## config.mk

```make
export PLATFORM = sky130hd
export DESIGN_NAME = four_char_word_machine_core
export DESIGN_NICKNAME = d
export VERILOG_FILES = /design/src/rtl/fcwm_pkg.sv /design/src/rtl/fcwm_ctrl.sv /design/src/rtl/fcwm_dp.sv /design/src/rtl/four_char_word_machine_core.sv
export SDC_FILE = /design/constraint.sdc
export NUM_CORES = 2
export LEC_CHECK = 0
export ABC_CLOCK_PERIOD_IN_PS = 13160
export BUFFER_PORTS_ARGS = -buffer_cell sky130_fd_sc_hd__buf_2
export CAP_MARGIN = 5
export CORE_MARGIN = 2
export CORE_UTILIZATION = 29
export CTS_BUF_LIST = sky130_fd_sc_hd__clkbuf_8
export CTS_CLUSTER_DIAMETER = 150
export CTS_CLUSTER_SIZE = 25
export DETAILED_ROUTE_END_ITERATION = 8
export PLACE_DENSITY = 0.49
export REMOVE_ABC_BUFFERS = 1
export SLEW_MARGIN = 5
export SYNTH_ARGS = -nofsm -noshare
export SYNTH_HDL_FRONTEND = slang
export SYNTH_SLANG_ARGS = --single-unit
```

## constraint.sdc

```tcl
create_clock -name clk_i -period 13.16 [get_ports clk_i]
set_clock_uncertainty 0.1 [all_clocks]
set_input_delay 1.316 -clock clk_i [delete_from_list [all_inputs] [get_ports clk_i]]
set_output_delay 1.316 -clock clk_i [all_outputs]
set_load 0.02 [all_outputs]
```

## src/rtl/fcwm_pkg.sv

```systemverilog
// ----------------------------------------------------------------------------
// fcwm_pkg
// Types and constants of the four-character word machine core.
// ----------------------------------------------------------------------------
package fcwm_pkg;

  localparam int unsigned ADDR_W = 7;
  localparam int unsigned WORD_W = 32;
  localparam int unsigned CNT_W  = 3;

  localparam logic [7:0]        CHAR_NUL    = 8'h00;
  localparam logic [7:0]        CHAR_DOLLAR = 8'h24;
  localparam logic [7:0]        CHAR_ZERO   = 8'd48;
  localparam logic [7:0]        CHAR_NINE   = 8'd57;
  localparam logic [WORD_W-1:0] ALL_DOLLARS = 32'h2424_2424;

  // opcode character pairs
  localparam logic [15:0] OPC_LR = 16'h4C52;
  localparam logic [15:0] OPC_SR = 16'h5352;
  localparam logic [15:0] OPC_CR = 16'h4352;
  localparam logic [15:0] OPC_BT = 16'h4254;
  localparam logic [15:0] OPC_GD = 16'h4744;
  localparam logic [15:0] OPC_PD = 16'h5044;

  typedef enum logic [1:0] {
    KIND_LOAD  = 2'd0,
    KIND_CLEAR = 2'd1,
    KIND_START = 2'd2,
    KIND_STEP  = 2'd3
  } fcwm_kind_e;

  typedef enum logic [2:0] {
    ST_DONE    = 3'd0,
    ST_INREQ   = 3'd1,
    ST_OUT     = 3'd2,
    ST_HALT    = 3'd3,
    ST_ADDRERR = 3'd4
  } fcwm_status_e;

  typedef enum logic [2:0] {
    OP_LR  = 3'd0,
    OP_SR  = 3'd1,
    OP_CR  = 3'd2,
    OP_BT  = 3'd3,
    OP_GD  = 3'd4,
    OP_PD  = 3'd5,
    OP_BAD = 3'd6
  } fcwm_op_e;

  // source of the address field of a single result
  typedef enum logic [1:0] {
    RA_IA   = 2'd0,
    RA_IN   = 2'd1,
    RA_ZERO = 2'd2,
    RA_BASE = 2'd3
  } fcwm_raddr_e;

  typedef struct packed {
    logic         latch_in;
    logic         wr_load;
    logic         wr_reg;
    logic         rd_ic;
    logic         rd_pos;
    logic         rd_ptr;
    logic         clear_all;
    logic         start;
    logic         decode;
    logic         ic_branch;
    logic         halt_set;
    logic         lr_load;
    logic         cr_eval;
    logic         base_load;
    logic         pd_adv;
    logic         res_set;
    fcwm_status_e res_status;
    fcwm_raddr_e  res_addr;
    logic         out_single;
    logic         out_pd;
  } fcwm_cmd_t;

  typedef struct packed {
    fcwm_kind_e kind;
    logic       halted;
    logic       ic_oob;
    fcwm_op_e   op;
    fcwm_op_e   op_q;
    logic       cf;
    logic       pos_ok;
    logic       slot_free;
    logic       pd_stop;
  } fcwm_sts_t;

endpackage

```

## src/rtl/fcwm_ctrl.sv

```systemverilog
// ----------------------------------------------------------------------------
// fcwm_ctrl
// Sequencer of the word machine: dispatches items, walks instruction steps.
// ----------------------------------------------------------------------------
module fcwm_ctrl (
  input  logic              clk_i,
  input  logic              rst_ni,
  input  logic              in_valid_i,
  output logic              in_ready_o,
  input  fcwm_pkg::fcwm_sts_t sts_i,
  output fcwm_pkg::fcwm_cmd_t cmd_o
);
  import fcwm_pkg::*;

  typedef enum logic [7:0] {
    S_IDLE     = 8'b0000_0001,
    S_DISPATCH = 8'b0000_0010,
    S_DECODE   = 8'b0000_0100,
    S_OPER     = 8'b0000_1000,
    S_BASE     = 8'b0001_0000,
    S_PD_RD    = 8'b0010_0000,
    S_PD_OUT   = 8'b0100_0000,
    S_EMIT     = 8'b1000_0000
  } fcwm_state_e;

  fcwm_state_e state_q, state_d;

  assign in_ready_o = (state_q == S_IDLE);

  always_comb begin
    cmd_o   = '0;
    state_d = state_q;
    case (state_q)
      S_IDLE: begin
        if (in_valid_i) begin
          cmd_o.latch_in = 1'b1;
          state_d        = S_DISPATCH;
        end
      end
      S_DISPATCH: begin
        state_d       = S_EMIT;
        cmd_o.res_set = 1'b1;
        case (sts_i.kind)
          KIND_LOAD: begin
            cmd_o.wr_load  = 1'b1;
            cmd_o.res_addr = RA_IN;
          end
          KIND_CLEAR: begin
            cmd_o.clear_all = 1'b1;
            cmd_o.res_addr  = RA_ZERO;
          end
          KIND_START: begin
            cmd_o.start    = 1'b1;
            cmd_o.res_addr = RA_ZERO;
          end
          default: begin
            if (sts_i.halted) begin
              cmd_o.res_status = ST_HALT;
            end else if (sts_i.ic_oob) begin
              cmd_o.halt_set   = 1'b1;
              cmd_o.res_status = ST_ADDRERR;
            end else begin
              cmd_o.res_set = 1'b0;
              cmd_o.rd_ic   = 1'b1;
              state_d       = S_DECODE;
            end
          end
        endcase
      end
      S_DECODE: begin
        cmd_o.decode  = 1'b1;
        cmd_o.res_set = 1'b1;
        state_d       = S_EMIT;
        if (sts_i.op == OP_BAD) begin
          cmd_o.halt_set   = 1'b1;
          cmd_o.res_status = ST_HALT;
        end else if (sts_i.op == OP_BT && !sts_i.cf) begin
          cmd_o.res_status = ST_DONE;
        end else if (!sts_i.pos_ok) begin
          cmd_o.halt_set   = 1'b1;
          cmd_o.res_status = ST_ADDRERR;
        end else begin
          case (sts_i.op)
            OP_LR, OP_CR: begin
              cmd_o.res_set = 1'b0;
              cmd_o.rd_pos  = 1'b1;
              state_d       = S_OPER;
            end
            OP_SR: cmd_o.wr_reg = 1'b1;
            OP_BT: cmd_o.ic_branch = 1'b1;
            default: begin
              cmd_o.res_set = 1'b0;
              state_d       = S_BASE;
            end
          endcase
        end
      end
      S_OPER: begin
        cmd_o.res_set = 1'b1;
        cmd_o.lr_load = (sts_i.op_q == OP_LR);
        cmd_o.cr_eval = (sts_i.op_q == OP_CR);
        state_d       = S_EMIT;
      end
      S_BASE: begin
        cmd_o.base_load = 1'b1;
        if (sts_i.op_q == OP_GD) begin
          cmd_o.res_set    = 1'b1;
          cmd_o.res_status = ST_INREQ;
          cmd_o.res_addr   = RA_BASE;
          state_d          = S_EMIT;
        end else begin
          state_d = S_PD_RD;
        end
      end
      S_PD_RD: begin
        cmd_o.rd_ptr = 1'b1;
        state_d      = S_PD_OUT;
      end
      S_PD_OUT: begin
        if (sts_i.slot_free) begin
          cmd_o.out_pd = 1'b1;
          if (sts_i.pd_stop) begin
            state_d = S_IDLE;
          end else begin
            cmd_o.pd_adv = 1'b1;
            state_d      = S_PD_RD;
          end
        end
      end
      S_EMIT: begin
        if (sts_i.slot_free) begin
          cmd_o.out_single = 1'b1;
          state_d          = S_IDLE;
        end
      end
      default: state_d = S_IDLE;
    endcase
  end

  always_ff @(posedge clk_i or negedge rst_ni) begin
    if (!rst_ni) begin
      state_q <= S_IDLE;
    end else begin
      state_q <= state_d;
    end
  end

endmodule

```

## src/rtl/fcwm_dp.sv

```systemverilog
// ----------------------------------------------------------------------------
// fcwm_dp
// Datapath: word store, machine registers, operand decode, output register.
// ----------------------------------------------------------------------------
module fcwm_dp #(
  parameter int unsigned STORE_WORDS = 100,
  parameter int unsigned BLOCK_WORDS = 10
) (
  input  logic                            clk_i,
  input  logic                            rst_ni,
  input  logic [1:0]                      kind_i,
  input  logic [fcwm_pkg::ADDR_W-1:0]     address_i,
  input  logic [fcwm_pkg::WORD_W-1:0]     word_i,
  input  fcwm_pkg::fcwm_cmd_t             cmd_i,
  output fcwm_pkg::fcwm_sts_t             sts_o,
  output logic                            out_valid_o,
  input  logic                            out_ready_i,
  output logic [2:0]                      status_o,
  output logic [fcwm_pkg::ADDR_W-1:0]     address_res_o,
  output logic [fcwm_pkg::WORD_W-1:0]     word_res_o,
  output logic [fcwm_pkg::CNT_W-1:0]      byte_count_o,
  output logic                            last_o
);
  import fcwm_pkg::*;

  localparam int unsigned AW        = $clog2(STORE_WORDS);
  localparam int unsigned IW        = $clog2(BLOCK_WORDS + 1);
  localparam int unsigned DIV_SHIFT = 16;
  localparam int unsigned RECIP     = (2**DIV_SHIFT + BLOCK_WORDS - 1) / BLOCK_WORDS;
  localparam int unsigned RW        = DIV_SHIFT + 1;
  localparam int unsigned PW        = ADDR_W + RW;

  localparam logic [ADDR_W-1:0] SW_V    = ADDR_W'(STORE_WORDS);
  localparam logic [ADDR_W:0]   SW_V8   = (ADDR_W + 1)'(STORE_WORDS);
  localparam logic [RW-1:0]     RECIP_V = RW'(RECIP);
  localparam logic [3:0]        BLK_V   = 4'(BLOCK_WORDS);
  localparam logic [IW:0]       BLK_CNT = (IW + 1)'(BLOCK_WORDS);

  // opcode from the upper character pair
  function automatic fcwm_op_e op_decode(input logic [15:0] opc);
    fcwm_op_e op;
    case (opc)
      OPC_LR:  op = OP_LR;
      OPC_SR:  op = OP_SR;
      OPC_CR:  op = OP_CR;
      OPC_BT:  op = OP_BT;
      OPC_GD:  op = OP_GD;
      OPC_PD:  op = OP_PD;
      default: op = OP_BAD;
    endcase
    return op;
  endfunction

  // bytes ahead of the first '$' or NUL
  function automatic logic [CNT_W-1:0] lead_bytes(input logic [WORD_W-1:0] w);
    logic [CNT_W-1:0] n;
    logic             stop;
    logic [7:0]       c;
    n    = '0;
    stop = 1'b0;
    for (int b = 0; b < 4; b++) begin
      c = w[31-8*b -: 8];
      if (!stop && (c == CHAR_NUL || c == CHAR_DOLLAR)) begin
        stop = 1'b1;
      end else if (!stop) begin
        n = n + CNT_W'(1);
      end
    end
    return n;
  endfunction

  // latched item
  fcwm_kind_e        kind_q;
  logic [ADDR_W-1:0] addr_q;
  logic [WORD_W-1:0] word_q;

  // machine state
  logic [ADDR_W-1:0] ic_q, ia_q;
  logic              halted_q, rv_q, cf_q;
  logic [WORD_W-1:0] gr_q;
  fcwm_op_e          op_q;
  logic [ADDR_W-1:0] blk_q, base_q, ptr_q;
  logic [IW-1:0]     i_q;

  // pending single result
  fcwm_status_e      res_status_q;
  logic [ADDR_W-1:0] res_addr_q, res_addr_d;

  // store
  logic [WORD_W-1:0]      mem [STORE_WORDS];
  logic [STORE_WORDS-1:0] vld_q;
  logic [WORD_W-1:0]      rd_data_q;
  logic                   rd_vld_q;
  logic [WORD_W-1:0]      rd_word;
  logic                   we, rd_en;
  logic [ADDR_W-1:0]      wa, ra;
  logic [WORD_W-1:0]      wd;

  // operand decode
  logic [7:0]        hi_c, lo_c;
  logic              hi_ok, lo_ok;
  logic [ADDR_W-1:0] pos;
  fcwm_op_e          op;
  logic [PW-1:0]     prod;
  logic [10:0]       base_prod;
  logic [ADDR_W-1:0] base_w;

  // output word
  logic [CNT_W-1:0]  n_bytes;
  logic [WORD_W-1:0] mask;
  logic [IW:0]       i_nxt;
  logic [ADDR_W:0]   ptr_nxt;
  logic              pd_stop;

  // output register
  logic              out_valid_q;
  logic [2:0]        out_status_q;
  logic [ADDR_W-1:0] out_addr_q;
  logic [WORD_W-1:0] out_word_q;
  logic [CNT_W-1:0]  out_cnt_q;
  logic              out_last_q;
  logic              slot_free;

  assign rd_word = rd_vld_q ? rd_data_q : ALL_DOLLARS;

  assign hi_c  = rd_word[15:8];
  assign lo_c  = rd_word[7:0];
  assign hi_ok = (hi_c >= CHAR_ZERO) && (hi_c <= CHAR_NINE);
  assign lo_ok = (lo_c >= CHAR_ZERO) && (lo_c <= CHAR_NINE);
  assign pos   = ADDR_W'({3'b000, hi_c[3:0]} * 7'd10) + {3'b000, lo_c[3:0]};
  assign op    = op_decode(rd_word[31:16]);

  // block number by reciprocal multiply, exact for 7-bit operands
  assign prod      = PW'(pos) * PW'(RECIP_V);
  assign base_prod = 11'(blk_q) * 11'(BLK_V);
  assign base_w    = base_prod[ADDR_W-1:0];

  assign n_bytes = lead_bytes(rd_word);
  always_comb begin
    case (n_bytes)
      3'd0:    mask = 32'h0000_0000;
      3'd1:    mask = 32'hFF00_0000;
      3'd2:    mask = 32'hFFFF_0000;
      3'd3:    mask = 32'hFFFF_FF00;
      default: mask = 32'hFFFF_FFFF;
    endcase
  end
  assign i_nxt   = {1'b0, i_q} + (IW + 1)'(1);
  assign ptr_nxt = {1'b0, ptr_q} + (ADDR_W + 1)'(1);
  assign pd_stop = (n_bytes != 3'd4) || (i_nxt >= BLK_CNT) || (ptr_nxt >= SW_V8);

  // store ports
  assign we    = (cmd_i.wr_load && (addr_q < SW_V)) || cmd_i.wr_reg;
  assign wa    = cmd_i.wr_reg ? pos : addr_q;
  assign wd    = cmd_i.wr_reg ? gr_q : word_q;
  assign rd_en = cmd_i.rd_ic || cmd_i.rd_pos || cmd_i.rd_ptr;
  assign ra    = cmd_i.rd_ic ? ic_q : (cmd_i.rd_pos ? pos : ptr_q);

  always_ff @(posedge clk_i) begin
    if (we) begin
      mem[wa[AW-1:0]] <= wd;
    end
    if (rd_en) begin
      rd_data_q <= mem[ra[AW-1:0]];
      rd_vld_q  <= vld_q[ra[AW-1:0]];
    end
  end

  // written-entry bits; an unwritten entry reads as all '$'
  always_ff @(posedge clk_i or negedge rst_ni) begin
    if (!rst_ni) begin
      vld_q <= '0;
    end else if (cmd_i.clear_all) begin
      vld_q <= '0;
    end else if (we) begin
      vld_q[wa[AW-1:0]] <= 1'b1;
    end
  end

  always_ff @(posedge clk_i) begin
    if (cmd_i.latch_in) begin
      kind_q <= fcwm_kind_e'(kind_i);
      addr_q <= address_i;
      word_q <= word_i;
      ia_q   <= ic_q;
    end
    if (cmd_i.decode) begin
      op_q  <= op;
      blk_q <= prod[DIV_SHIFT +: ADDR_W];
    end
    if (cmd_i.base_load) begin
      base_q <= base_w;
      ptr_q  <= base_w;
      i_q    <= '0;
    end else if (cmd_i.pd_adv) begin
      ptr_q <= ptr_nxt[ADDR_W-1:0];
      i_q   <= i_nxt[IW-1:0];
    end
    if (cmd_i.res_set) begin
      res_status_q <= cmd_i.res_status;
      res_addr_q   <= res_addr_d;
    end
  end

  always_comb begin
    case (cmd_i.res_addr)
      RA_IA:   res_addr_d = ia_q;
      RA_IN:   res_addr_d = addr_q;
      RA_ZERO: res_addr_d = '0;
      RA_BASE: res_addr_d = base_w;
      default: res_addr_d = ia_q;
    endcase
  end

  always_ff @(posedge clk_i or negedge rst_ni) begin
    if (!rst_ni) begin
      ic_q     <= '0;
      halted_q <= 1'b1;
      gr_q     <= '0;
      rv_q     <= 1'b0;
      cf_q     <= 1'b0;
    end else begin
      if (cmd_i.clear_all) begin
        ic_q     <= '0;
        halted_q <= 1'b1;
        gr_q     <= '0;
        rv_q     <= 1'b0;
        cf_q     <= 1'b0;
      end
      if (cmd_i.start) begin
        ic_q     <= '0;
        halted_q <= 1'b0;
      end
      if (cmd_i.decode) begin
        ic_q <= ia_q + ADDR_W'(1);
      end
      if (cmd_i.ic_branch) begin
        ic_q <= pos;
      end
      if (cmd_i.halt_set) begin
        halted_q <= 1'b1;
      end
      if (cmd_i.lr_load) begin
        gr_q <= rd_word;
        rv_q <= 1'b1;
      end
      if (cmd_i.cr_eval) begin
        cf_q <= rv_q && (gr_q == rd_word);
      end
    end
  end

  // output register
  assign slot_free = !out_valid_q || out_ready_i;

  always_ff @(posedge clk_i or negedge rst_ni) begin
    if (!rst_ni) begin
      out_valid_q <= 1'b0;
    end else if (cmd_i.out_single || cmd_i.out_pd) begin
      out_valid_q <= 1'b1;
    end else if (out_ready_i) begin
      out_valid_q <= 1'b0;
    end
  end

  always_ff @(posedge clk_i) begin
    if (cmd_i.out_single) begin
      out_status_q <= res_status_q;
      out_addr_q   <= res_addr_q;
      out_word_q   <= '0;
      out_cnt_q    <= '0;
      out_last_q   <= 1'b1;
    end else if (cmd_i.out_pd) begin
      out_status_q <= ST_OUT;
      out_addr_q   <= base_q;
      out_word_q   <= rd_word & mask;
      out_cnt_q    <= n_bytes;
      out_last_q   <= pd_stop;
    end
  end

  assign out_valid_o   = out_valid_q;
  assign status_o      = out_status_q;
  assign address_res_o = out_addr_q;
  assign word_res_o    = out_word_q;
  assign byte_count_o  = out_cnt_q;
  assign last_o        = out_last_q;

  assign sts_o.kind      = kind_q;
  assign sts_o.halted    = halted_q;
  assign sts_o.ic_oob    = (ic_q >= SW_V);
  assign sts_o.op        = op;
  assign sts_o.op_q      = op_q;
  assign sts_o.cf        = cf_q;
  assign sts_o.pos_ok    = hi_ok && lo_ok && (pos < SW_V);
  assign sts_o.slot_free = slot_free;
  assign sts_o.pd_stop   = pd_stop;

endmodule

```

## src/rtl/four_char_word_machine_core.sv

```systemverilog
// ----------------------------------------------------------------------------
// four_char_word_machine_core
// Core of a small machine with four-character words and a six-op instruction set.
// ----------------------------------------------------------------------------
// One item is in work at a time; the sequencer in fcwm_ctrl walks it through
// the word store in fcwm_dp, whose read data is registered. From one accept
// to the next: load, clear and start, and a step that is halted or whose
// counter is past the store, go through dispatch and emit; an unknown op, an
// untaken BT, a bad operand, SR or a taken BT also pass through decode; LR and
// CR add an operand read after decode and GD a block base state (a second
// store read, or the block base multiply); PD reads and outputs the words of
// its block in turn, up to all ten of a ten-word block.
// Results sit in an output register, so a downstream stall only holds the
// core when a second result is ready to go. The store keeps one written bit
// per word: clear drops them all together, so there is no clearing pass
// after reset, and an unwritten word reads as four '$' characters.
module four_char_word_machine_core #(
  parameter int unsigned STORE_WORDS = 100,
  parameter int unsigned BLOCK_WORDS = 10
) (
  input  logic                        clk_i,
  input  logic                        rst_ni,
  // item channel
  input  logic                        in_valid_i,
  output logic                        in_ready_o,
  input  logic [1:0]                  kind_i,
  input  logic [fcwm_pkg::ADDR_W-1:0] address_i,
  input  logic [fcwm_pkg::WORD_W-1:0] word_i,
  // result channel
  output logic                        out_valid_o,
  input  logic                        out_ready_i,
  output logic [2:0]                  status_o,
  output logic [fcwm_pkg::ADDR_W-1:0] address_res_o,
  output logic [fcwm_pkg::WORD_W-1:0] word_res_o,
  output logic [fcwm_pkg::CNT_W-1:0]  byte_count_o,
  output logic                        last_o
);
  import fcwm_pkg::*;

  fcwm_cmd_t cmd;
  fcwm_sts_t sts;

  // sequencer: one-hot states, issues store reads/writes and result loads
  fcwm_ctrl u_ctrl (
    .clk_i      (clk_i),
    .rst_ni     (rst_ni),
    .in_valid_i (in_valid_i),
    .in_ready_o (in_ready_o),
    .sts_i      (sts),
    .cmd_o      (cmd)
  );

  // store, IC/GR/flags, operand decode, PD byte scan, output register
  fcwm_dp #(
    .STORE_WORDS (STORE_WORDS),
    .BLOCK_WORDS (BLOCK_WORDS)
  ) u_dp (
    .clk_i         (clk_i),
    .rst_ni        (rst_ni),
    .kind_i        (kind_i),
    .address_i     (address_i),
    .word_i        (word_i),
    .cmd_i         (cmd),
    .sts_o         (sts),
    .out_valid_o   (out_valid_o),
    .out_ready_i   (out_ready_i),
    .status_o      (status_o),
    .address_res_o (address_res_o),
    .word_res_o    (word_res_o),
    .byte_count_o  (byte_count_o),
    .last_o        (last_o)
  );

endmodule

```

==> results_dict.tcl <==
set metrics [dict create \
    yosys.area_share.simple_pct 8.63 \
    synth_area_mm2 0.140 \
    tightest_slew_ns 1.44 \
    min_period_over_period_pct 69.9 \
    die_w_um 698 \
    grt_util_met3_pct 3.57 \
    grt_pass1_vias 79200 \
    routabilityCongestion 0.868 \
    synth_xor_area_share_pct 0.232 \
    route.detailed.drc 0 \
    grt_first_pass_wirelength_um 646000 \
    clkTransAtPathRegs_ns 0.18 \
    synth_top_family_by_area "simple AND/OR/NAND/NOR gates" \
    synth.distinct_cells 99 \
    yosys.area_share.adder_pct 0.732 \
    critical_path.startpoint_type "flop" \
    synth-edff-count 3320 \
    synth_cells 9009 \
    cts.sinks 3512 \
    die-area_mm2 0.487 \
    cts_tree "yes" \
    clkLatencyLatePin_ns 1.18 \
    slowest_stage "nor4_1" \
    core_area_mm2 0.479 \
    wl_per_cell_um 30.4 \
    netlist_top_cells_area "edfxtp_1, nand2_1, mux2i_1" \
    synth_warnings 0 \
    pwr-share-comb_pct 7.7 \
    synth_area_per_cell_um2 15.5 \
    drt_iter0_drc 11600 \
    hp-class "input pin to async pin" \
    yosysTopAreaCell "edfxtp_1" \
    hold_buffers 0 \
    maxSlewViolCount 0 \
    layout.nets 9087 \
    cts_resized 0 \
    slowest_delay_ns 1.21 \
    area_delta_synth_final_pct 8.55 \
    dpl-instance-area_mm2 0.149 \
    synth_compound_area_share_pct 6.09 \
    fmax_mhz 109 \
    hold_violations 0 \
    fin_util_pct 31.7 \
    dpl.hpwl_um 267000 \
    crit_required_ns 13.84 \
    critPathMaxFanout 135 \
    nFillCells 46800 \
    seq_area_frac_synth_pct 74.6 \
    design_area_mm2 0.152 \
    cp-end-kind "flop" \
    io_pins 93 \
    power_density_mw_per_mm2 125 \
    worst-path-buf-inv 3 \
    die_h_um 698 \
    status "finished clean" \
    ys.flop_type "edfxtp_1" \
    grt_antenna_before_repair 56 \
    rsz0062_at_grt "no" \
    synth_seq_cells 3512 \
    via_per_inst 5.35 \
    start_util_pct 29.2 \
    cts_buffers 162 \
    drv_cap 0 \
    vias 82700 \
    power.share.clock_pct 24.0 \
    setup_viol_count_final 0 \
    grt-busiest-layer "met2" \
    min_period_ns 9.20 \
    drive_above_1_share_pct 11.0 \
    use_met2_pct 28.0 \
    p_int_mw 14.2 \
    yosysMostFrequentCell "edfxtp_1" \
    synthMuxAreaShare_pct 7.56 \
    wl_um 469000 \
    grt_use_total_pct 18.6 \
    seqPwrFrac_pct 68.3 \
    r2r_setup_slack_ns 3.96 \
    drt-pass1-iter-count 7 \
    use_met1_pct 26.7 \
    crit_family "simple AND/OR/NAND/NOR gates" \
    grt_overflow_total 0 \
    rows 254 \
    cp.arrival_ns 9.88 \
    grt_max_degree 141 \
    synth_top_area_share_pct 71.3 \
    switchingPower_mw 4.69 \
    ant_nets 0 \
    worst-setup-path-type "flop to flop" \
    swShare_pct 24.8 \
    p_leak_nw 49.0 \
    cts_max_path_buffers 4 \
    netlist_top_cells_count "edfxtp_1, nand2_1, nand3_1" \
    htreeDepth 4 \
    cts_root_buffer "clkbuf_8" \
    cts_setup_buffers 0 \
    slew_headroom_pct 3.16 \
    irDropWorstVdd_v 0.0000913 \
    async_flop_share_pct 4.30 \
    port_buffers 92 \
    path_cells "buf_4, and3_1, ha_1, fa_1, nand2_1, nor2_1, xnor2_1, ha_1, a22oi_4, and3_1, a211oi_4, buf_4, or3_4, buf_12, nand2_1, nand3_1, a21oi_1, nor3_1, o21ai_1, nor4_1" \
]
final timing paths:
check                           cells after the start                  from              endpoint
max in group asynchronous                           2                rst_ni        u_dp.vld_q[92]
worst min-delay path                                1                rst_ni      u_dp.out_valid_o
worst max-delay path                               20         u_dp.rd_vld_q     u_dp.rd_data_q[8]
worst min register to register                      2  u_dp.byte_count_o[0]  u_dp.byte_count_o[0]
min in group clk_i                                  1            word_i[16]       u_dp.word_q[16]
worst max register to register                     20         u_dp.rd_vld_q     u_dp.rd_data_q[8]
sequential cells by signal, summed over array words and instances, names as in the netlist, 4 cells and up:
register            count
u_dp.ic_q               7
u_dp.i_q                4
u_dp.rd_data_q         32
u_dp.blk_q              4
u_dp.word_q            32
u_dp.address_res_o      7
u_dp.mem             3200
u_ctrl.state_q          8
u_dp.gr_q              32
u_dp.addr_q             7
u_dp.vld_q            100
u_dp.base_q             6
u_dp.ptr_q              7
u_dp.res_addr_q         7
u_dp.ia_q               7
u_dp.word_res_o        32
layout by cell type, fill, tap and decap left out, types with 37 or more instances in the layout:
cell type and n:
nand3_1 565, dfrtp_1 149, clkbuf_8 164, nor3_1 91, a31oi_1 136, nand4_1 77, mux4_2 217, a32oi_1 99
inv_1 143, nor2_4 113, edfxtp_1 3320, o21ai_1 41, dfxtp_1 41, buf_2 91, o22ai_1 161, buf_4 249
nor2_1 49, a21oi_1 211, a311oi_1 37, o21ai_0 178, mux2i_1 503, ha_1 61, nor4b_1 38, o21a_1 104
a22oi_1 78, nor4_1 47, nand2_1 1530
kinds of logic after synthesis:
| kind of cell | count (synthesis) |
|---|---|
| DFF | 3512 |
| muxes | 777 |
| buffers and inverters | 638 |
| adders and majority gates | 74 |
| and+or+nand+nor | 2701 |
| AOI/OAI and AO/OA | 1270 |
| xor gates and xnor gates | 37 |
metrics by stage:
| step | power (mW) | TNS (ns) | hold WS [ns] | worst slack [ns] | instances |
|---|---|---|---|---|---|
| 6_report | 18.9 | 0 | 0.131 | 3.96 | 15500 |
| 4_1_cts | 19.0 | 0 | 0.0834 | 4.01 | 15400 |
| 3_5_place_dp | 14.6 | 0 | 0.332 | 4.08 | 15200 |
| 3_3_place_gp | 14.5 | 0 | 0.340 | 4.11 | 15200 |
| 2_1_floorplan | 13.9 | -900.39 | 0.341 | -27.66 | 8447 |
| 5_1_grt | 19.4 | 0 | 0.148 | 3.75 | 15500 |
final cells by class:
| class | instances | area, um^2 | area share [%] |
|---|---|---|---|
| antenna | 14 | 35.0 | 0.0231 |
| clock buffer | 164 | 2260 | 1.49 |
| multi-input combinational | 4859 | 33800 | 22.3 |
| tap | 6400 | 8010 | 5.28 |
| sequential | 3512 | 104000 | 68.8 |
| clock inverter | 77 | 340 | 0.224 |
| timing repair buffer | 357 | 2640 | 1.74 |
| inverter | 76 | 285 | 0.188 |
power groups by stage:
stage          sequential, mW  clock, mW  combinational [mW]
6_report                 12.9       4.54                1.45
5_1_grt                  12.9       4.99                1.51
3_3_place_gp             13.2          0                1.38
4_1_cts                  12.9       4.66                1.43
2_1_floorplan            13.2          0               0.646
3_5_place_dp             13.2          0                1.43
layer usage:
| metal | part of all wire, % | routed length (um) |
|---|---|---|
| met5 | 0.032 | 149 |
| met3 | 9.1 | 42700 |
| met2 | 44 | 204000 |
| met4 | 4.0 | 18700 |
| met1 | 43 | 203000 |
(Power assumes the default switching activity.)
